==> src/rtl/bqf_pkg.sv <==
// Shared types, constants and helpers for the biquad IIR filter.
package bqf_pkg;

  localparam int CHANNELS        = 8;
  localparam int SAMPLE_BITS     = 24;
  localparam int COEFF_BITS      = 24;
  localparam int COEFF_FRAC_BITS = 20;
  localparam int CH_BITS         = 3;
  localparam int ADDR_BITS       = (CHANNELS > 1) ? $clog2(CHANNELS) : 1;
  localparam int CFG_IDX_BITS    = 3;
  localparam int PROD_BITS       = SAMPLE_BITS + COEFF_BITS;
  localparam int ACC_BITS        = PROD_BITS + 3;
  localparam int SHIFT_BITS      = ACC_BITS - COEFF_FRAC_BITS;

  typedef logic signed [SAMPLE_BITS-1:0] sample_t;
  typedef logic signed [COEFF_BITS-1:0]  coeff_t;
  typedef logic signed [PROD_BITS-1:0]   prod_t;
  typedef logic signed [ACC_BITS-1:0]    acc_t;
  typedef logic [CH_BITS-1:0]            chan_t;
  typedef logic [ADDR_BITS-1:0]          addr_t;

  typedef struct packed {
    sample_t x1;
    sample_t x2;
    sample_t y1;
    sample_t y2;
  } hist_t;

  typedef struct packed {
    coeff_t b0;
    coeff_t b1;
    coeff_t b2;
    coeff_t a1;
    coeff_t a2;
  } coeffs_t;

  typedef enum logic [CFG_IDX_BITS-1:0] {
    CFG_B0 = 3'd0,
    CFG_B1 = 3'd1,
    CFG_B2 = 3'd2,
    CFG_A1 = 3'd3,
    CFG_A2 = 3'd4
  } cfg_idx_e;

  // Pipeline load strobes and the in-range flag of the last stage
  typedef struct packed {
    logic ld_s1;
    logic ld_s2;
    logic ld_s3;
    logic ld_out;
    logic s3_inr;
  } pipe_ctl_t;

  localparam coeff_t  COEFF_B0_RESET = COEFF_BITS'(1) << COEFF_FRAC_BITS;
  localparam acc_t    ROUND_HALF     = ACC_BITS'(1) << (COEFF_FRAC_BITS - 1);
  localparam sample_t SAMPLE_MAX     = {1'b0, {(SAMPLE_BITS-1){1'b1}}};
  localparam sample_t SAMPLE_MIN     = {1'b1, {(SAMPLE_BITS-1){1'b0}}};

  function automatic addr_t ch2addr(chan_t ch);
    logic [CH_BITS+ADDR_BITS-1:0] wide;
    wide = (CH_BITS+ADDR_BITS)'(ch);
    return wide[ADDR_BITS-1:0];
  endfunction

  function automatic logic ch_in_range(chan_t ch);
    return (int'(ch) < CHANNELS);
  endfunction

endpackage

==> src/rtl/bqf_hist_mem.sv <==
// Per-channel history memory: one entry per channel, registered read, valid bits.
module bqf_hist_mem import bqf_pkg::*; (
  input  logic  clk_i,
  input  logic  rst_ni,
  input  logic  re_i,
  input  addr_t raddr_i,
  output hist_t rdata_o,
  input  logic  we_i,
  input  addr_t waddr_i,
  input  hist_t wdata_i
);

  hist_t               mem [CHANNELS];
  hist_t               rd_q;
  logic                rvld_q;
  logic [CHANNELS-1:0] vld_q;

  always_ff @(posedge clk_i) begin
    if (we_i) begin
      mem[waddr_i] <= wdata_i;
    end
    if (re_i) begin
      rd_q <= mem[raddr_i];
    end
  end

  // An entry never written reads as zero history
  always_ff @(posedge clk_i or negedge rst_ni) begin
    if (!rst_ni) begin
      vld_q  <= '0;
      rvld_q <= 1'b0;
    end else begin
      if (we_i) begin
        vld_q[waddr_i] <= 1'b1;
      end
      if (re_i) begin
        rvld_q <= vld_q[raddr_i];
      end
    end
  end

  assign rdata_o = rvld_q ? rd_q : '0;

endmodule

==> config.mk <==
export PLATFORM = sky130hd
export DESIGN_NAME = bqf_hist_mem
export DESIGN_NICKNAME = d
export VERILOG_FILES = /design/src/rtl/bqf_pkg.sv /design/src/rtl/bqf_hist_mem.sv
export SDC_FILE = /design/constraint.sdc
export NUM_CORES = 1
export LEC_CHECK = 0
export BUFFER_PORTS_ARGS = -buffer_cell sky130_fd_sc_hd__buf_2
export CAP_MARGIN = 5
export CELL_PAD_IN_SITES_DETAIL_PLACEMENT = 2
export CELL_PAD_IN_SITES_GLOBAL_PLACEMENT = 2
export CORE_ASPECT_RATIO = 1.75
export CORE_MARGIN = 5
export CORE_UTILIZATION = 49
export CTS_CLUSTER_DIAMETER = 30
export DETAILED_ROUTE_END_ITERATION = 16
export GPL_TIMING_DRIVEN = 0
export PLACE_DENSITY = 0.77
export SLEW_MARGIN = 20
export SYNTH_ARGS = -nofsm -noshare
export SYNTH_HDL_FRONTEND = slang
export SYNTH_SLANG_ARGS = --single-unit
export TNS_END_PERCENT = 5
==> constraint.sdc <==
create_clock -name clk_i -period 1.4 [get_ports clk_i]
set_input_delay 0.14 -clock clk_i [delete_from_list [all_inputs] [get_ports clk_i]]
set_output_delay 0.14 -clock clk_i [all_outputs]
set_load 0.005 [all_outputs]
## After elaboration in Yosys (flattened, before gate mapping)

Memories as Yosys holds them, arrays and structs flattened. A register that Yosys moved wholly into a read port is not among the register bits.
Cells that the tools add are included.

- Register bits after elaboration: 9
- RAM bits: 768
- Input bits: 106
- Logic and storage cells: 15
- Memories kept: 1

Memories:

| memory | depth | bits a word | read ports | clocked after Yosys merged registers in | wr ports | RTL line | source |
|---|---|---|---|---|---|---|---|
| mem | 8 | 96 | 1 | 1 | 1 | bqf_hist_mem.sv:13 | `hist_t mem [CHANNELS];` |

- Order comparisons: 3
- Mux-type cells: 7
- Bitwise operators: 1
- Reduce and logical (&&, ||, !) cells: 1

Operators with widths:

| kind | number |
|---|---|
| 96-bit two-way mux | 1 |
| 3-bit by 4-bit < comparator with 1-bit output, second input constant | 2 |
| 8-bit OR | 1 |
| 1-bit two-way mux | 4 |
| 1-bit binary-select mux with 3-bit select | 1 |
| 1-bit demux with 3-bit select | 1 |
| 3-bit by 1-bit greater-or-equal comparator with 1-bit output, second input constant | 1 |
| 1-bit logical AND | 1 |

## Longest topological paths before layout

Gate-level depths: netlist (run 1).

- Word-level depth: 5
- Depth in mapped cells: 6
- Mapped depth without buffers: 3

## Worst setup path after synthesis (run 1)

No wires, ideal clock.

- Path type: input port to flip-flop
- Start point: in waddr_i[0]
- End point: reg vld_q[0]
- Setup time: 0.106 ns
- Arrival: 7.510 ns
- Slack: -6.216 ns
- Cell stages on the path: 3
- Cell sequence: nand2b_1 nor3_1 or2_2

- Word-level cells in the longest chain between the ends: 5
- Elaborated cells on any way between the ends: 6
- Those cells by class: order compare: 2; mux: 2; bitwise: 1; reduce/logical: 1

RTL lines:

| element | RTL line | source |
|---|---|---|
| from (decl) | bqf_hist_mem.sv:9 | `input addr_t waddr_i,` |
| 3-bit by 4-bit < comparator with 1-bit output (implied by the code) or 3-bit by 1-bit greater-or-equal comparator with 1-bit output (tied branches) | bqf_hist_mem.sv:34 | `vld_q[waddr_i] <= 1'b1;` |
| 1-bit logical AND (implied by the code) | bqf_hist_mem.sv:34 |  |
| 1-bit two-way mux (implied by the code) | bqf_hist_mem.sv:34 |  |
| 1-bit demux with 3-bit select (*) | bqf_hist_mem.sv:34 |  |
| 8-bit OR (no source line) (*) | n/a |  |
| to (signal assigned) | bqf_hist_mem.sv:30 | `vld_q <= '0;` |
| to (signal, indexed assignment) | bqf_hist_mem.sv:34 |  |
| to (decl) | bqf_hist_mem.sv:16 | `logic [CHANNELS-1:0] vld_q;` |

Every way passes the cells marked *; elsewhere a longest branch is shown, timed or not.
A chain may end at the register's enable or synchronous reset.

==> flow_results.org, run 1 <==
** Run status
- The flow ran to the end, but the final reports show violations.
- The checks that failed: hold timing, setup timing.

** Global route
- Gr ovfl total :: 0
- Number of global-route vias before repair :: between 15000 and 20000
- For this run, the total global-route usage over all layers was measured as 0.291.
- The number of antenna violations at the first check in global routing was 10.
- Maximum number of pins on one net before global-route repair :: 65
- Global-route wire length before repair :: approximately 150000 um

** Clocking
- Cts-stage hold buffer count :: approximately 100
- Clock tree from TritonCTS :: built
- Clock sink total :: about 870
- Counting the buffers created by CTS gives about 120.
- Maximum clock path buffer count :: 3
- Clock-pin slew reported for the worst setup and hold paths after clock tree synthesis :: roughly 0.06 ns
- CTS placed an instance of sky130_fd_sc_hd__clkbuf_16 at the clock tree root.
- H-tree depth :: 3
- Latest clock arrival within the worst-skew pair :: approximately 0.7 ns

** Drt
- Dividing the detail-routed via count by the number of cells gives 5.93.
- Sum of routed wire segments on met1 :: about 38000 um
- Met3 wirelength from detailed routing :: roughly 7000 um
- Sum of met2 wire segment lengths after detailed routing :: between 50000 and 60000 um
- Antenna Nets Post-Route :: 0
- Vias post-DR :: around 17000
- In this run the top signal layer used is met5.
- Number of DRC violations after detailed routing :: 0
- After detailed routing, the average wire length per cell comes to 37.0 um.
- The pre-antenna-repair detailed-routing pass consisted of 5 iterations.
- Wire length after detailed routing :: approximately 100000 um
- Detailed Route Iter0 Violations :: roughly 1700

** Floorplanning
- The initial utilization of the core area, before any placement, comes to 0.494.
- The die is ~350 um tall.
- The floorplan step defined a die boundary enclosing 0.0723 mm2.
- Core Footprint :: roughly 0.066 mm2
- For this design the top-level I/O count stands at a little over 200.
- X dimension of the die :: between 200 and 250 um
- Cell row count :: roughly 130

** Pwr
- Summing internal, switching and leakage power gives ~67 mW.
- Dividing total power by cell area gives a power density of roughly 1600 mW/mm2.
- Peak supply drop :: roughly 0.0019 V
- In this run the static leakage power is roughly 14 nW.

** Setup path
- Category of the critical setup timing path :: reg2out
- For the worst setup path, the data arrival time is 1.91 ns.
- For the worst setup path, the data required time is 1.26 ns.
- Kind of end point of the critical path :: primary output
- The worst setup path is launched from a register.
- Top fanout value on the critical path :: 8
- The startpoint identified for the worst register-to-register timing path is mem[2][48]$_DFFE_PP_.
- The most critical setup path has its startpoint at rvld_q$_DFFE_PN0P_.

** STA
- The smallest clock period supported by the final layout is computed as 2.05 ns.
- Setup repair after global routing missed its margin :: true
- Portion of the clock cycle consumed by the worst path in the final layout :: 1.46
- In the final timing run, aggregate negative setup slack is -74.86 ns.
- For the pin with the worst max-slew slack, the measured transition is 1.03 ns.
- Static timing analysis puts the maximum clock frequency at approximately 490 MHz.
- In the post-route analysis, the smallest setup slack over all paths is -0.649 ns.
- Clk_skew :: 0.0317 ns
- Final-report setup violation count :: 247
- Normalized max-slew margin :: 0.313
- The hold violation count in the final report is 9.
- The max-slew violation total from the final report is 0.
- Hold timing on the final database bottoms out at a slack of -0.0626 ns.

** Synth
- Summed over all instances, the cell type with the most area after synthesis is sky130_fd_sc_hd__edfxtp_1.
- The share of synthesized area in the top cell type comes to 0.792.
- By area the synthesized netlist is led by sky130_fd_sc_hd__edfxtp_1 (79%), sky130_fd_sc_hd__mux4_2 (13%), sky130_fd_sc_hd__mux2_2 (3.3%).
- Each instance of the synthesized netlist takes up on average about 24 um2.
- Sequential share of the synthesized area :: 0.799
- Post-synth design cell area :: roughly 0.033 mm2
- Synthesis produced approximately 1300 cells.
- #FFs+latches synth :: roughly 870
- Count of unique library cells instantiated by Yosys :: 18
- Count of yosys warnings during synthesis :: 0
- Synthesis produced a netlist with a net count of ~1500.

** Final layout
- Measured on the finished design, the core utilization comes to 0.633.
- Of the cells placed in the final design, the portion with a size suffix greater than 1 is 0.452.
- In the final layout, the multi-input gates occupy around 0.0065 mm2.
- The area growth from synthesis to layout is 28.2%.
- Layout Nets :: approximately 1900
- Finished Layout Cells :: 2832
- Across the whole layout, storage elements account for between 0.02 and 0.03 mm2.
- Counting the fill cells in the layout gives about 5100.

** Place
- Placement Setup Slack :: -1.23 ns
- At the end of routability-driven placement, the weighted congestion stood at 0.695.
- In this run the tool buffered the top-level ports with 198 buffer cells.
- Cell Count Post-Placement :: between 2000 and 2500
- Detailed Place HPWL :: ~57000 um

** Run
- Max-cap check violation count :: 0

** Min path
- The startpoint identified for the worst hold timing path is waddr_i[2].
- Type of the tightest min-delay check :: in2reg
sequential cells by signal, indices dropped and copies added, names as in the netlist:
signal,count
mem,768
rd_q,96
rvld_q,1
vld_q,8
cell usage after synthesis, drive strengths merged:
library cell  number
dfrtp              9
edfxtp           864
mux4             193
or2                8
and2              96
nor3               2
buf               37
clkbuf            27
mux2              96
nor2               6
nand2              2
inv                1
nand2b             3
mux2i              5
cells in the final DEF (no fill, tap or decap), types with 27 or more instances in the layout:
cell                            count
sky130_fd_sc_hd__and2_1            55
sky130_fd_sc_hd__and2_4            41
sky130_fd_sc_hd__buf_12            27
sky130_fd_sc_hd__buf_2            178
sky130_fd_sc_hd__buf_6             47
sky130_fd_sc_hd__clkbuf_16        129
sky130_fd_sc_hd__dlygate4sd3_1    100
sky130_fd_sc_hd__edfxtp_1         864
sky130_fd_sc_hd__mux2_2            62
sky130_fd_sc_hd__mux2_4            34
sky130_fd_sc_hd__mux4_2           193
cells by family after synthesis:
| logic type | after synthesis | synth area share |
|---|---|---|
| muxes | 294 | 0.167 |
| DFF | 873 | 0.799 |
| buffers and inverters | 65 | 0.0117 |
| and+or+nand+nor | 117 | 0.0217 |
where the power goes:
part	internal [mW]	switching, mW	leakage [nW]
Clock	18.2	13.5	1.99
Combinational	2.27	2.35	4.34
Sequential	29.8	0.413	8.00
Total	50.3	16.2	14.3
cell type report:
class / instances / share of cell area
well taps: 889 / 0.0265
flip-flops and latches: 873 / 0.624
clock buffers: 130 / 0.0745
multi-input cells: 411 / 0.155
inverters: 1 / 0.0000895
diodes: 6 / 0.000358
repair buffers: 360 / 0.0825
clock inverters: 98 / 0.0242
plain buffers: 64 / 0.0128
metrics by stage:
stage / hold WS (ns) / instance area (um2)
final: -0.0626 / 42000
after CTS: -0.108 / 41700
after global routing: -0.0799 / 42000
after floorplan: -0.156 / 32800
after detailed placement: 0.0149 / 36000
after global placement: -0.00350 / 34900
path summary, 6_finish.rpt:
path                       depth (start not counted)  slack [ns]                    to
max reg2reg                                        2       -0.19    rd_q[48]$_DFFE_PP_
min in group asynchronous                          3        0.55  vld_q[2]$_DFFE_PN0P_
min reg2reg                                        1        0.48  vld_q[1]$_DFFE_PN0P_
min                                                2       -0.06  mem[0][16]$_DFFE_PP_
max in group asynchronous                          3        0.48    rvld_q$_DFFE_PN0P_
max                                                5       -0.65           rdata_o[94]
routing by layer:
layer,global-route usage,up-vias
met5,0,-
met4,0.0815,6
met3,0.0575,173
met2,0.515,902
met1,0.365,9039
li1,-,6686
repair_timing:
action	CTS	global route
endpoints found under the hold margin	858	9
pin swaps	2	1
setup endpoints to repair	353	323
resized for setup	117	66
buffers inserted	4	0
gates cloned	1	2
critical path, stage by stage (launching register included):
cell	delay, ns
sky130_fd_sc_hd__dfrtp_2	0.44
sky130_fd_sc_hd__buf_12	0.15
sky130_fd_sc_hd__clkbuf_16	0.18
sky130_fd_sc_hd__buf_8	0.16
sky130_fd_sc_hd__and2_4	0.16
sky130_fd_sc_hd__buf_6	0.12
Power figures use the tool's default switching activity.
==> inputs of run 2 (changes only) <==
Settings changed: CORE_MARGIN 5 to 3.
==> flow_results.org, run 2 <==
** STA
- After the last repair the worst path ends at a top-level output.
- End pin of the worst setup path after global-route repair :: rdata_o[91]

** Synth
- Mapped Avg Cell Area :: about 24 um2
- Counting flops and latches in the post-synthesis netlist gives roughly 870.
- Synthesis produced a netlist whose cell count is 1349.
- Post-synth design cell area :: about 0.033 mm2
- Post-synth top area cell :: sky130_fd_sc_hd__edfxtp_1
- After synthesis, the share of flip-flops with an asynchronous set or reset is 0.0103.
- Commonest cells post-synth :: sky130_fd_sc_hd__edfxtp_1 (864), sky130_fd_sc_hd__mux4_2 (193), sky130_fd_sc_hd__and2_1 (96), sky130_fd_sc_hd__mux2_2 (96), sky130_fd_sc_hd__clkbuf_1 (27)
- Share of Yosys cell area claimed by the top area cell type :: 0.792
- The number of different library cells used by synthesis comes to 18.
- Number of enable-type register cells in the synthesized netlist :: between 800 and 900
- sky130_fd_sc_hd__edfxtp_1 is the most common cell in the netlist.
- By area the synthesized netlist is led by sky130_fd_sc_hd__edfxtp_1 (79%), sky130_fd_sc_hd__mux4_2 (13%), sky130_fd_sc_hd__mux2_2 (3.3%).
- During synthesis, Yosys emitted a total of 0 warnings.
- Sequential share of the synthesized area :: 0.799
- The most used flip-flop cell after synthesis is sky130_fd_sc_hd__edfxtp_1.
- Synthesized net count :: 1455

** Clocking
- Clock sink total :: a little under 900
- CTS root buffer :: sky130_fd_sc_hd__clkbuf_16
- In this run the deepest clock path goes through 3 buffers.
- H-tree depth :: 4
- The number of clock buffers added by TritonCTS is ~140.

** Run status
- The run stopped with a tool error.
- Last stage the flow got to :: global routing (5_1_grt)
- The first error in the log reads "[ERROR DPL-0033] detailed placement checks failed during check placement".

** Place
- Count of buffers from port buffering :: roughly 200
- Detailed Place HPWL :: between 50000 and 60000 um
- Final weighted congestion of routability-driven global placement :: a little over 0.7

** Floorplanning
- In this run the core area contains between 100 and 150 standard-cell rows.
- From bottom edge to top edge, the die measures about 350 um.
- Initial core utilization :: 0.498
- X dimension of the die :: between 200 and 250 um
- Pin placement for this block handled 202 I/O pins.

** Global route
- Number of antenna violations at the first check in global routing :: 9
- Maximum number of pins on one net before global-route repair :: between 50 and 60
==> run 2: through the flow <==
step	hold WS [ns]	instance area, um2	std cells	worst slack (ns)
3_5_place_dp	0.0170	36100	2484	-1.26
4_1_cts	-0.153	42400	2843	-0.622
2_1_floorplan	-0.156	32800	1349	-1.69
3_3_place_gp	-0.00597	34900	2429	-4.46
==> run 2: timing repair <==
item,CTS
gates resized for setup,171
buffers inserted,5
pin swaps,3
setup endpoints to repair,273
hold buffers,102
hold endpoints to repair,879
gates cloned,4
==> run 2: logic make-up after synthesis <==
family / Yosys count / share of synthesized area
DFF: 873 / 0.799
buffers and inverters: 65 / 0.0117
and+or+nand+nor: 117 / 0.0217
muxes: 294 / 0.167
==> inputs of run 3 (changes only) <==
Settings changed: CELL_PAD_IN_SITES_DETAIL_PLACEMENT 2 to default, CELL_PAD_IN_SITES_GLOBAL_PLACEMENT 2 to default, CORE_ASPECT_RATIO 1.75 to default, CORE_UTILIZATION 49 to 35, CTS_CLUSTER_DIAMETER 30 to default, PLACE_DENSITY 0.77 to default, PLACE_DENSITY_LB_ADDON from default to 0.15.
==> flow_results.org, run 3 (synthesized netlist as in run 1, its figures left out) <==
** Clocking
- Maximum clock path buffer count :: 3
- The clock reaches the later pin of the worst-skew pair after between 0.6 and 0.7 ns.
- CTS Buf Count :: 94
- After clock tree synthesis, the clock-pin slew on the worst setup and hold paths is around 0.060 ns.
- H-tree depth :: 3
- Clock sink total :: 873
- Clock tree synthesis selected as its root buffer the cell sky130_fd_sc_hd__clkbuf_16.
- Clock tree from TritonCTS :: built

** Pwr
- Switching Power :: around 12 mW
- Switch share :: 0.212
- Cell internal power was estimated by the tool at around 45 mW.
- Power share of the sequential group :: 0.526
- Ratio of total power to cell area :: around 1400 mW/mm2
- For this design the static power due to leakage is 13.8 nW.
- Across the VDD grid, the largest voltage drop is 0.000974 V.
- Relative contribution of combinational cells to total power :: 0.076
- Fraction of power consumed by the clock network :: 0.397

** Place
- Detailed Place HPWL :: 49000 um
- Final weighted congestion of routability-driven global placement :: slightly below 0.7
- Count of buffers from port buffering :: just under 200

** Drt
- The count of nets left with antenna violations once routing finished came out at 0.
- For this run, design rule violations remaining after detail routing come to 0.
- Vias post-DR :: ~15000
- Drt wl/cell :: about 24 um
- The routed design has about 77000 um of wire.
- For this block, the initial DRC count from the detailed router was 1079.
- Iteration count of the initial detailed-routing pass :: 5
- Avg Vias per Cell :: approximately 4.9

** Floorplanning
- After floorplanning, the core was sized to cover about 0.09 mm2.
- The die is ~310 um wide.
- Io pins :: about 200
- Die Outline Area :: a little under 0.1 mm2
- Initial core utilization :: 0.355
- Chip height :: roughly 310 um
- After floorplanning, the core was divided into about 110 placement rows.

** Final layout
- Most common library cell in the layout ignoring fill and taps :: sky130_fd_sc_hd__edfxtp_1
- Area growth from synthesis to layout :: 26.0%
- Counting flops per register, the top entry is mem.
- Max reg flops :: around 770
- Most frequent cells in the layout :: sky130_fd_sc_hd__edfxtp_1 (864), sky130_fd_sc_hd__mux4_2 (193), sky130_fd_sc_hd__buf_2 (161), sky130_fd_sc_hd__dlygate4sd3_1 (103), sky130_fd_sc_hd__clkbuf_16 (102)
- Layout cell share with drive strength beyond 1 :: 0.425
- Layout Nets :: about 1900
- At the end of the flow the core is filled with cells to 0.447.
- Largest registers :: mem: 768 flops, rd_q: 96 flops, vld_q: 8 flops

** STA
- Worst hold slack across all endpoints :: ~0.040 ns
- Normalized max-slew margin :: 0.396
- Number of max-slew violations in the final report :: 0
- Post-route worst setup slack :: -0.575 ns
- Of the available clock period, the critical path in the final layout requires 1.41.
- Final period demand of the worst path :: between 1.5 and 2 ns
- The hold violation count in the final report was 0.
- Setup repair after global routing missed its margin :: true
- Achievable Freq :: about 510 MHz
- For the pin with the worst max-slew slack, the measured transition is a little over 0.9 ns.
- Clk_skew :: about 0.017 ns
- Final-report setup violation count :: 117

** Setup path
- In this design, the largest share of critical-path delay is due to flip-flops.
- Signal arrival time at the worst endpoint :: 1.83 ns
- Timing startpoint of the critical path :: rvld_q$_DFFE_PN0P_
- The worst setup path is of the reg2out kind.
- Worst stage delay on the critical path :: 0.56 ns
- Traced cell by cell, the critical path runs through clkbuf_16 > clkbuf_16 > and2_4 > buf_6.
- The cell that appears most often on the critical path is sky130_fd_sc_hd__clkbuf_16.
- STA classifies the critical path startpoint as a register.
- Worst path slowest cell :: sky130_fd_sc_hd__dfrtp_4
- Reg-to-Reg Start :: mem[7][25]$_DFFE_PP_
- CP bufs+invs :: 3
- Top fanout value on the critical path :: 6
- STA puts the critical path data required time at 1.26 ns.
- The worst setup path is captured at a primary output.

** Global route
- Gr ovfl total :: 0
- The first global-routing pass estimated 113000 um of wire.
- The number of antenna violations at the first check in global routing came to 9.
- Entering global routing, the biggest net connects 53 pins.
- Number of global-route vias before repair :: between 15000 and 20000
- Global routing usage summed across all routing layers :: 0.159

** Min path
- Type of the tightest min-delay check :: in2reg
- The worst hold path begins at waddr_i[2].

** Run status
- The checks that failed: setup timing.
- The run finished, with violations left.

** Run
- Max-cap check violation count :: 0
-- run 3: what timing repair did --
action                     in CTS  in global routing
hold endpoints to repair      831                  0
hold buffers                  104                  0
buffers inserted                4                  0
cloned                          1                  0
gates resized for setup       144                 59
pin swaps                       1                  2
setup endpoints to repair     209                173
-- run 3: worst min-delay path: cells and delay by family --
| family | cells | cell delay [ns] |
|---|---|---|
| buf+inv | 2 | 0.28 |
| simple gates | 1 | 0.08 |
-- run 3: final cells by class --
cell class,count,area (um2)
well taps,1243,1560
flip-flops and latches,873,26200
diodes,6,15.0
multi-input cells,411,6520
fillers,7895,51000
plain buffers,64,572
repair buffers,365,3620
clock buffers,119,2470
inverters,1,3.75
clock inverters,52,338
-- run 3: per-stage QoR --
step	setup TNS, ns	cells	power [mW]	cell area (um2)	setup WS, ns
global placement	-2816.30	2790	34.0	35400	-4.83
finish	-52.91	3134	57.1	41300	-0.575
floorplan	-800.68	1349	32.4	32800	-1.69
detailed placement	-344.63	2848	34.3	36600	-1.42
CTS	-62.00	3128	57.8	41000	-0.647
global route	-61.54	3129	59.3	41200	-0.650
-- run 3: power groups by stage --
stage	sequential, mW	combinational [mW]	clock (mW)
floorplan	30.5	1.89	0
global placement	30.6	3.39	0
detailed placement	30.6	3.65	0
CTS	30.1	4.34	23.4
global route	30.2	4.73	24.4
finish	30.1	4.36	22.7
-- run 3: final timing paths --
kind                                        endpoint  slack (ns)  cells past startpoint
worst min-delay path            mem[0][38]$_DFFE_PP_        0.04                      3
worst max-delay path                     rdata_o[92]       -0.57                      4
worst max register to register    rd_q[25]$_DFFE_PP_       -0.01                      2
min in group asynchronous         rvld_q$_DFFE_PN0P_        0.63                      3
worst min register to register  vld_q[2]$_DFFE_PN0P_        0.47                      1
max in group asynchronous         rvld_q$_DFFE_PN0P_        0.44                      3
-- run 3: routing by layer --
layer	part of all wire	wire [um]	vias to the layer above	global-route usage
met5	0.00036	28	-	0
met4	0.016	1210	6	0.0316
met3	0.045	3450	91	0.0318
met2	0.49	37800	330	0.263
met1	0.45	34200	8206	0.220
li1	-	-	6612	-
==> inputs of run 4 (changes only) <==
Settings changed: CTS_BUF_LIST from default to sky130_fd_sc_hd__clkbuf_4 sky130_fd_sc_hd__clkbuf_8 sky130_fd_sc_hd__clkbuf_16.
==> flow_results.org, run 4 (synthesized netlist as in run 1, its figures left out) <==
** Run status
- The run finished, with violations left.
- The checks that failed: setup timing.

** Pwr
- Power spread over the standard cell area amounts to ~1400 mW/mm2.
- Of the total power, registers draw 0.522.
- Summed over all cells, the static leakage comes to between 10 and 15 nW.
- Of the total power, combinational logic draws 0.076.
- Cell internal power was estimated by the tool at 45.5 mW.
- In this run the power spent charging and discharging nets is 12.1 mW.
- Switch share :: 0.210
- The share of total power dissipated in the clock network is 0.402.
- Peak supply drop :: between 0.0009 and 0.001 V

** Final layout
- Layout Nets :: approximately 1900
- Most frequent cells in the layout :: sky130_fd_sc_hd__edfxtp_1 (864), sky130_fd_sc_hd__mux4_2 (193), sky130_fd_sc_hd__buf_2 (161), sky130_fd_sc_hd__dlygate4sd3_1 (103), sky130_fd_sc_hd__clkbuf_16 (102)
- The register with the most flip-flops in the layout has between 700 and 800 of them.
- From synthesis to final layout, the design area changed by 26.3%.
- Largest registers :: mem: 768 flops, rd_q: 96 flops, vld_q: 8 flops
- Layout cell share with drive strength beyond 1 :: 0.438
- Once layout is complete, the cells apart from fillers number between 3000 and 4000.
- Most common library cell in the layout ignoring fill and taps :: sky130_fd_sc_hd__edfxtp_1
- Register bank with the most flops :: mem
- After routing the design area is 0.0413 mm2.

** Global route
- The first global-routing pass estimated approximately 110000 um of wire.
- Number of global-route vias before repair :: about 17000
- After global routing the overflow that remains totals 0.
- Maximum number of pins on one net before global-route repair :: 53
- The number of antenna violations at the first check in global routing was 9.
- Global routing usage summed across all routing layers :: 0.159

** STA
- Final-report setup violation count :: between 100 and 150
- The hold violation count in the final report came to 0.
- Slew at the pin closest to its max-slew limit :: 0.916 ns
- Between clock sinks in the finished design, the worst skew comes to 0.0184 ns.
- Final period demand of the worst path :: between 1.5 and 2 ns
- Setup repair after global routing missed its margin :: true
- Achievable Freq :: between 500 and 600 MHz
- In the post-route analysis, the smallest setup slack over all paths is -0.573 ns.
- Final hold analysis gives a worst-case slack of 0.0410 ns.
- The max-slew violation total from the final report came to 0.
- Normalized max-slew margin :: 0.389
- Dividing the final minimum period by the clock period gives 1.41.

** Place
- Routability-driven placement finished with a final weighted congestion of around 0.68.
- The placed instances occupy a cell area of around 0.037 mm2.
- In this run, placement finished with an instance count of 2848.
- Detailed Place HPWL :: 49000 um
- Placement Setup Slack :: -1.42 ns
- In this run the tool buffered the top-level ports with 198 buffer cells.

** Setup path
- For the worst setup path, the data required time is approximately 1.3 ns.
- The worst setup path is captured at a primary output.
- For the worst setup path, the data arrival time is about 1.8 ns.
- Category of the worst setup path launch point :: register
- Top fanout value on the critical path :: 6
- Category of the critical setup timing path :: reg2out

** Clocking
- The clock reaches the later pin of the worst-skew pair after approximately 0.63 ns.
- CTS Buf Count :: 94
- Clock sink total :: 873
- In this run the number of H-tree levels came out at 3.
- The clock passes through at most 3 buffers.
- In this run the clock root is driven by a sky130_fd_sc_hd__clkbuf_16.
- Clock-pin slew reported for the worst setup and hold paths after clock tree synthesis :: ~0.060 ns
- Clock tree from TritonCTS :: built

** Drt
- For this run, the detailed router's first-pass iteration total came to 5.
- After detailed routing, the number of remaining DRC violations is 0.
- In the routed layout, each cell is associated on average with a via count of 4.90.
- The count of nets left with antenna violations once routing finished came out at 0.
- Wire length after detailed routing :: around 77000 um
- The detailed router placed around 15000 vias in this run.
- In the final routed layout, each cell accounts on average for between 20 and 25 um.
- After the first detailed-routing iteration, the DRC count stood at ~1100.

** Floorplanning
- Cell row count :: roughly 110
- Core Footprint :: a little over 0.09 mm2
- The die is ~310 um tall.
- Die Outline Area :: between 0.09 and 0.1 mm2
- X dimension of the die :: ~310 um
- Io pins :: around 200
- Initial core utilization :: 0.355

** Run
- The tool flagged a number of max-cap violations equal to 0.

** Min path
- Type of the tightest min-delay check :: in2reg
[run 4: area by class of cell]
cell class                 instances  area (um2)
timing repair buffer             365        3620
inverter                           1        3.75
antenna                            6        15.0
fill                            7876       50900
multi-input combinational        411        6520
clock buffer                     119        2560
tap                             1243        1560
clock inverter                    52         338
sequential                       873       26200
buffer                            64         572
[run 4: path summary, 6_finish.rpt]
path | endpoint | start | cells past startpoint | slack, ns
setup / recovery | rdata_o[92] | rvld_q$_DFFE_PN0P_ | 4 | -0.57
min in group asynchronous | rvld_q$_DFFE_PN0P_ | rst_ni | 3 | 0.63
max in group asynchronous | rvld_q$_DFFE_PN0P_ | rst_ni | 3 | 0.44
hold / removal | mem[1][38]$_DFFE_PP_ | waddr_i[2] | 3 | 0.04
setup reg to reg | rd_q[25]$_DFFE_PP_ | mem[7][25]$_DFFE_PP_ | 2 | -0.02
hold reg to reg | vld_q[2]$_DFFE_PN0P_ | vld_q[2]$_DFFE_PN0P_ | 1 | 0.46
[run 4: layer usage]
| metal | part of all wire | global-route usage |
|---|---|---|
| met5 | 0.00036 | 0 |
| met1 | 0.44 | 0.220 |
| met2 | 0.49 | 0.264 |
| met4 | 0.016 | 0.0316 |
| met3 | 0.046 | 0.0318 |
[run 4: repair_timing]
| action | in CTS | in global routing |
|---|---|---|
| pin swaps | 1 | 2 |
| setup endpoints to repair | 209 | 173 |
| endpoints found under the hold margin | 831 | 0 |
| gates resized for setup | 144 | 59 |
| gates cloned | 1 | 0 |
| hold buffers | 104 | 0 |
| buffers inserted | 4 | 0 |
[run 4: power groups by stage]
stage                     clock network (mW)  logic (mW)  registers [mW]
final                                   23.2        4.37            30.1
after global routing                    24.9        4.73            30.2
after CTS                               23.9        4.34            30.1
after detailed placement                   0        3.65            30.6
after global placement                     0        3.39            30.6
after floorplan                            0        1.89            30.5
[run 4: critical path, stage by stage, from the launching register on]
cell and delay (ns):
sky130_fd_sc_hd__dfrtp_4 0.56, sky130_fd_sc_hd__clkbuf_16 0.21, sky130_fd_sc_hd__clkbuf_16 0.16, sky130_fd_sc_hd__and2_4 0.16
sky130_fd_sc_hd__buf_6 0.11
[run 4: through the flow]
step                power (mW)   util  TNS [ns]
floorplan                 32.4      -   -800.68
global placement          34.0  0.384  -2816.30
detailed placement        34.3  0.397   -344.63
CTS                       58.3  0.446    -61.99
global route              59.8  0.448    -61.56
finish                    57.6  0.448    -52.72
